===== src/design/tlvd_pkg.sv =====
`timescale 1ns / 1ps
// ----------------------------------------------------------------------------
// tlvd_pkg: shared types and constants for the TLV length deframer
// Payload structs for the byte and result channels, status codes and
// configuration register indexes.
// ----------------------------------------------------------------------------
package tlvd_pkg;

   // Header: type, flags, length high, length low
   localparam logic [15:0] HEADER_BYTES     = 16'd4;
   localparam logic [15:0] HEADER_LAST      = HEADER_BYTES - 16'd1;
   localparam logic [15:0] LEN_HIGH_OFFSET  = 16'd2;
   localparam logic [15:0] NOTIFY_MAX_BYTES = 16'd256;

   localparam logic [15:0] MAX_SIZE_RESET   = 16'hFFFF;
   localparam logic [15:0] DELIV_RESET      = 16'hFFFF;

   localparam int CSR_INDEX_W = 2;
   localparam int CSR_DATA_W  = 16;

   typedef enum logic [CSR_INDEX_W-1:0] {
      CSR_PROTOCOL_MODE    = 2'd0,
      CSR_MAX_MESSAGE_SIZE = 2'd1,
      CSR_DELIVERY_LIMIT   = 2'd2
   } csr_index_type;

   typedef enum logic [1:0] {
      STATUS_PARTIAL  = 2'd0,
      STATUS_COMPLETE = 2'd1,
      STATUS_ERROR    = 2'd2
   } status_type;

   typedef struct packed {
      logic [7:0] data_byte;
      logic       end_of_record;
      logic       notification;
   } req_payload_type;

   typedef struct packed {
      logic [7:0]  out_byte;
      logic [15:0] byte_offset;
      logic [1:0]  status;
      logic [15:0] message_length;
      logic        notification_message;
   } rsp_payload_type;

endpackage


===== src/design/tlv_length_deframer_top.sv =====
`timescale 1ns / 1ps
// ----------------------------------------------------------------------------
// tlv_length_deframer_top: length-prefixed message deframer
// Passes each received byte through with its offset in the current message
// and a status: partial, last byte of a complete message, or stream error.
//
//   channel   direction   handshake              payload
//   req_      in          req_valid / req_stall  tlvd_pkg::req_payload_type
//   rsp_      out         rsp_valid / rsp_stall  tlvd_pkg::rsp_payload_type
//   csr_      in          csr_we                 csr_index, csr_wdata
//
// One byte per cycle while req_stall is low; each byte is on rsp_ the cycle
// after its transfer. Framing state and the result are updated in one pass
// from the byte and the state registers, and the result lands in one output
// register. req_stall is high only while the output register holds a result
// that rsp_stall keeps from moving. Reset is synchronous; no clearing pass.
// ----------------------------------------------------------------------------
module tlv_length_deframer_top (
   input  logic                          clock,
   input  logic                          reset,
   input  logic                          req_valid,
   output logic                          req_stall,
   input  tlvd_pkg::req_payload_type     req_payload,
   output logic                          rsp_valid,
   input  logic                          rsp_stall,
   output tlvd_pkg::rsp_payload_type     rsp_payload,
   input  logic                          csr_we,
   input  logic [tlvd_pkg::CSR_INDEX_W-1:0] csr_index,
   input  logic [tlvd_pkg::CSR_DATA_W-1:0]  csr_wdata
);
   import tlvd_pkg::*;

   typedef enum logic [1:0] {
      PH_HEADER = 2'd0,
      PH_BODY   = 2'd1,
      PH_ERROR  = 2'd2
   } phase_type;

   // Configuration
   logic        mode_ff;
   logic [15:0] max_size_ff;
   logic [15:0] deliv_limit_ff;

   // Framing state
   phase_type   phase_ff, phase_in;
   logic [15:0] bytes_read_ff, bytes_read_in;
   logic [15:0] message_size_ff, message_size_in;
   logic [7:0]  length_high_ff, length_high_in;
   logic        in_notif_ff, in_notif_in;

   // Output register
   logic            rsp_valid_ff, rsp_valid_in;
   rsp_payload_type rsp_payload_ff, rsp_payload_in;

   logic accept;
   logic rec, eor, ntf;
   logic done;
   status_type status;

   assign req_stall   = rsp_valid_ff & rsp_stall;
   assign accept      = req_valid & ~req_stall;
   assign rsp_valid   = rsp_valid_ff;
   assign rsp_payload = rsp_payload_ff;
   assign rsp_valid_in = accept | (rsp_valid_ff & rsp_stall);

   assign rec = mode_ff;
   assign eor = rec & req_payload.end_of_record;
   assign ntf = rec & req_payload.notification;

   always_comb begin
      phase_in        = phase_ff;
      bytes_read_in   = bytes_read_ff;
      message_size_in = message_size_ff;
      length_high_in  = length_high_ff;
      in_notif_in     = in_notif_ff;
      status          = STATUS_PARTIAL;
      done            = 1'b1;

      rsp_payload_in.out_byte             = req_payload.data_byte;
      rsp_payload_in.byte_offset          = 16'd0;
      rsp_payload_in.status               = STATUS_ERROR;
      rsp_payload_in.message_length       = 16'd0;
      rsp_payload_in.notification_message = 1'b0;

      if (phase_ff == PH_ERROR && !rec) begin
         // stream mode: the error is sticky, hold all state
      end else begin
         if (phase_ff == PH_ERROR) begin
            phase_in        = PH_HEADER;
            bytes_read_in   = 16'd0;
            message_size_in = 16'd0;
            in_notif_in     = 1'b0;
         end

         rsp_payload_in.byte_offset = bytes_read_in;
         bytes_read_in = bytes_read_in + 16'd1;

         if (phase_in == PH_HEADER) begin
            if (ntf) begin
               message_size_in = NOTIFY_MAX_BYTES;
               in_notif_in     = 1'b1;
               phase_in        = PH_BODY;
            end else if (rsp_payload_in.byte_offset == LEN_HIGH_OFFSET) begin
               length_high_in = req_payload.data_byte;
            end else if (rsp_payload_in.byte_offset >= HEADER_LAST) begin
               message_size_in = {length_high_ff, req_payload.data_byte};
               if (message_size_in < HEADER_BYTES || message_size_in > max_size_ff) begin
                  status = STATUS_ERROR;
               end else begin
                  phase_in = PH_BODY;
               end
            end
            // record end inside the header
            if (phase_in == PH_HEADER && status == STATUS_PARTIAL && eor) begin
               status = STATUS_ERROR;
            end
         end

         if (status == STATUS_PARTIAL && phase_in == PH_BODY) begin
            if (bytes_read_in < message_size_in) begin
               if (eor) begin
                  if (!ntf) begin
                     status = STATUS_ERROR;
                  end else begin
                     // record end closes the notification early
                     message_size_in = bytes_read_in;
                  end
               end else begin
                  done = 1'b0;
               end
            end
            if (status == STATUS_PARTIAL && done) begin
               if (message_size_in > deliv_limit_ff) begin
                  status = STATUS_ERROR;
               end else if (rec && !eor) begin
                  status = STATUS_ERROR;
               end else begin
                  status = STATUS_COMPLETE;
                  rsp_payload_in.message_length = message_size_in;
               end
            end
         end

         rsp_payload_in.status               = status;
         rsp_payload_in.notification_message = in_notif_in;

         if (status == STATUS_ERROR) begin
            phase_in    = PH_ERROR;
            in_notif_in = 1'b0;
         end else if (status == STATUS_COMPLETE) begin
            phase_in        = PH_HEADER;
            bytes_read_in   = 16'd0;
            message_size_in = 16'd0;
            in_notif_in     = 1'b0;
         end
      end
   end

   always_ff @(posedge clock) begin
      if (reset) begin
         mode_ff         <= 1'b0;
         max_size_ff     <= MAX_SIZE_RESET;
         deliv_limit_ff  <= DELIV_RESET;
         phase_ff        <= PH_HEADER;
         bytes_read_ff   <= 16'd0;
         message_size_ff <= 16'd0;
         length_high_ff  <= 8'd0;
         in_notif_ff     <= 1'b0;
         rsp_valid_ff    <= 1'b0;
      end else begin
         if (csr_we) begin
            case (csr_index)
               CSR_PROTOCOL_MODE:    mode_ff        <= csr_wdata[0];
               CSR_MAX_MESSAGE_SIZE: max_size_ff    <= csr_wdata;
               CSR_DELIVERY_LIMIT:   deliv_limit_ff <= csr_wdata;
               default: begin
               end
            endcase
         end
         if (accept) begin
            phase_ff        <= phase_in;
            bytes_read_ff   <= bytes_read_in;
            message_size_ff <= message_size_in;
            length_high_ff  <= length_high_in;
            in_notif_ff     <= in_notif_in;
            // payload register: load on transfer, hold while stalled
            rsp_payload_ff  <= rsp_payload_in;
         end
         rsp_valid_ff <= rsp_valid_in;
      end
   end

`ifndef SYNTHESIS
   // notification flag only lives inside a message body
   assert property (@(posedge clock) disable iff (reset)
      phase_ff != PH_BODY |-> !in_notif_ff)
      else $error("notification flag set outside a message body");

   // an open body always has bytes left to read
   assert property (@(posedge clock) disable iff (reset)
      phase_ff == PH_BODY |-> bytes_read_ff < message_size_ff)
      else $error("body open with no bytes left");

   // stream mode error is sticky
   assert property (@(posedge clock) disable iff (reset)
      accept && phase_ff == PH_ERROR && !mode_ff
      |=> rsp_payload.status == STATUS_ERROR && phase_ff == PH_ERROR)
      else $error("stream mode error did not stick");
`endif

endmodule

===== config.mk =====
export PLATFORM = sky130hd
export DESIGN_NAME = tlv_length_deframer_top
export DESIGN_NICKNAME = d
export VERILOG_FILES = /design/src/design/tlvd_pkg.sv /design/src/design/tlv_length_deframer_top.sv
export SDC_FILE = /design/constraint.sdc
export NUM_CORES = 1
export LEC_CHECK = 0
export CAP_MARGIN = 20
export CORE_MARGIN = 1
export CORE_UTILIZATION = 25
export CTS_BUF_LIST = sky130_fd_sc_hd__clkbuf_16
export CTS_CLUSTER_SIZE = 20
export DETAILED_ROUTE_END_ITERATION = 7
export DONT_BUFFER_PORTS = 1
export GPL_TIMING_DRIVEN = 0
export PLACE_DENSITY_LB_ADDON = 0.2
export REMOVE_ABC_BUFFERS = 1
export SYNTH_ARGS = -nofsm -noshare
export SYNTH_HDL_FRONTEND = slang
export SYNTH_SLANG_ARGS = --single-unit
export TNS_END_PERCENT = 1

===== constraint.sdc =====
create_clock -name clock -period 10.16 [get_ports clock]
set_clock_uncertainty 0.05 [all_clocks]
set_input_delay 0.508 -clock clock [delete_from_list [all_inputs] [get_ports clock]]
set_output_delay 0.508 -clock clock [all_outputs]
set_load 0.05 [all_outputs]

==> metrics.yaml <==
status: "finished, violations left"
violations: "DRC"
hpwl_mm: 14.20
min_period_ns: 8.374
dieHeight_microns: 165.8
vias: 5118
synth_edf_count: 43
dieWidth_microns: 165.8
insertion_delay_ns: 0.42
initial_core_util_pct: 25.61
fill_cells: 2731
drive_gt1_share_pct: 11.02
crit_arrival_ns: 8.63
critPathRequiredTime_ns: 10.42
slowest_delay_ns: 0.81
drt_pass1_iterations: 6
viasPerCell: 4.824
yosysSeqAreaShare_pct: 42.22
final_nets: 795
reg2regPathDepth: 25
final_cell_mix: "nand2_1 (89), dfxtp_1 (77), inv_1 (55)"
grt_overflow: 0
leakage_nw: 3.135
path_class: "reg2reg"
gp_congestion: 0.8093
wl_per_cell_microns: 18.18
critPathCaptureType: "flop"
power_density_nw_per_um2: 158.5
worstPathMaxFanout: 37
ys_ff_latch: 120
hold_start: "reset"
fin_crit_sh_pct: 82.42
cp-start-kind: "flop"
synthTopCellsByArea: "dfxtp_1 (23%), edfxtp_1 (19%), ha_1 (9.1%), nand2_1 (5.0%), o211ai_1 (4.0%)"
ant_nets: 0
hold_ws_ns: 0.1074
post_cts_buffers: 0
first_iter_violations: 274
grt_pass1_vias: 5140
setup_viol: 0
synthArstFlopShare_pct: 0
area_delta_synth_final_pct: 14.23
relSlewSlack_pct: 31.75
slowest_stage: "o21ai_2"
htree_levels: 4
cts.sinks: 120
ctsResizeCount: 0
post_synth_instance_area_sq_um: 6710
syn_area_per_cell_sq_um: 9.281
setup_tns_ns: 0
grt_pass1_wl_mm: 30.66
finalMaxSlewViolations: 0
drc: 3
cp-startpoint: "phase_ff[0]$_SDFFE_PP0P_"
drt_wl_total_mm: 19.29
rsz0062_at_grt: "false"
cpMostUsedCell: "ha_1"
hold_depth: 1
io_buffer_count: 0
crit_family: "simple AND/OR/NAND/NOR gates"
cts_hold_buf: 0
synthFlopType: "dfxtp_1"
cts_tree: "built"
r2r-start: "phase_ff[0]$_SDFFE_PP0P_"
hold_viol: 0
irDropWorstVdd_mv: 0.09910
grt_max_degree: 38
rows: 59
cp.depth: 25
clock.fmax_mhz: 119.4
synth_top_area_cell: "dfxtp_1"
cts_made_buffers: 17
design.core.area_sq_um: 26210
drv_cap: 0
netlist_instances: 723
clockRootBuffer: "clkbuf_16"
antenna_cells: 0
worstMarginPinSlew_ns: 1.024
io_pins: 78
cts_buffer_depth: 2
synth_cell_types: 66
antenna_found_initial: 0
path_clk_slew_ns: 0.06
synth_top_area_share_pct: 22.97
grt_usage_pct: 14.60
min_path_type: "in2reg"
critPathBufInv: 2
yosys_warnings: 0
final_common_cell: "nand2_1"
die_area_sq_um: 27500
-- cells in the mapped netlist (6+ instances only) --
master    count
o21ai_0       9
nand4_1      14
a21oi_1      38
nand2_1      89
nor2b_1       6
mux2_2       10
o31ai_1       7
nor2_1       46
clkbuf_1     24
and3_1        7
xnor2_1      10
inv_1        52
a21oi_2       9
nor3_1        6
ha_1         49
dfxtp_1      77
edfxtp_1     43
mux2i_1      19
o21ai_1      12
o211ai_1     36
a211oi_1      7
nand3_2      10
and2_1       34
nand3_1      26
buf_2         6
-- registers in the layout, summed over array words and instances, names as in the netlist --
signal and flops:
bytes_read_ff 16, rsp_payload 43, in_notif_ff 1, mode_ff 1
phase_ff 2, length_high_ff 8, rsp_valid 1, max_size_ff 16
message_size_ff 16, deliv_limit_ff 16
-- where the power goes --
group,switching [mW],internal [mW]
Combinational,0.0546,0.0286
Clock,0.230,0.357
Sequential,0.0316,0.514
-- layout make-up --
type                    instances  area, sq um  share of cell area, %
well taps                     335        419.2                  5.468
clock buffers                  17        425.4                  5.550
inverters                      54        202.7                  2.644
repair buffers                  8        140.1                  1.828
clock inverters                15        140.1                  1.828
multi-input cells             512         3505                  45.72
flip-flops and latches        120         2833                  36.96
-- through the flow --
| stage | utilization [%] | cell area, sq um | power [mW] | setup WS, ns | instances |
|---|---|---|---|---|---|
| floorplan | - | 6524 | 0.6082 | 3.607 | 686 |
| global placement | 26.49 | 6943 | 0.6341 | 1.033 | 1021 |
| global route | 29.25 | 7665 | 1.262 | 1.117 | 1061 |
| CTS | 29.14 | 7637 | 1.230 | 1.576 | 1060 |
| detailed placement | 26.99 | 7072 | 0.6386 | 1.582 | 1028 |
| finish | 29.25 | 7665 | 1.215 | 1.786 | 1061 |
-- worst paths after layout --
kind / endpoint / slack, ns
max: phase_ff[0]$_SDFFE_PP0P_ / 1.79
min: mode_ff$_SDFFE_PP0P_ / 0.11
max reg2reg: phase_ff[0]$_SDFFE_PP0P_ / 1.79
min reg2reg: message_size_ff[6]$_SDFFE_PP0P_ / 0.39
-- kinds of logic (layout without fill, tap and decap cells) --
family | count (synthesis) | after routing | share of synthesized area [%]
XOR/XNOR | 13 | 13 | 1.697
flip-flops | 120 | 120 | 42.22
multiplexers | 29 | 29 | 4.512
AND/OR/NAND/NOR | 268 | 268 | 20.87
adder cells (fa/ha/maj) | 49 | 49 | 9.137
buffers and inverters | 91 | 94 | 5.799
AO/OA/AOI/OAI | 153 | 153 | 15.78
-- layer usage --
layer	vias to the layer above	share of wire, %	global-route usage [%]
met2	108	45	23.10
li1	2574	-	-
met3	21	4.3	3.360
met4	0	1.5	4.876
met1	2415	49	19.55
met5	-	0	0
Note: power is estimated with default switching activity, not from simulation.
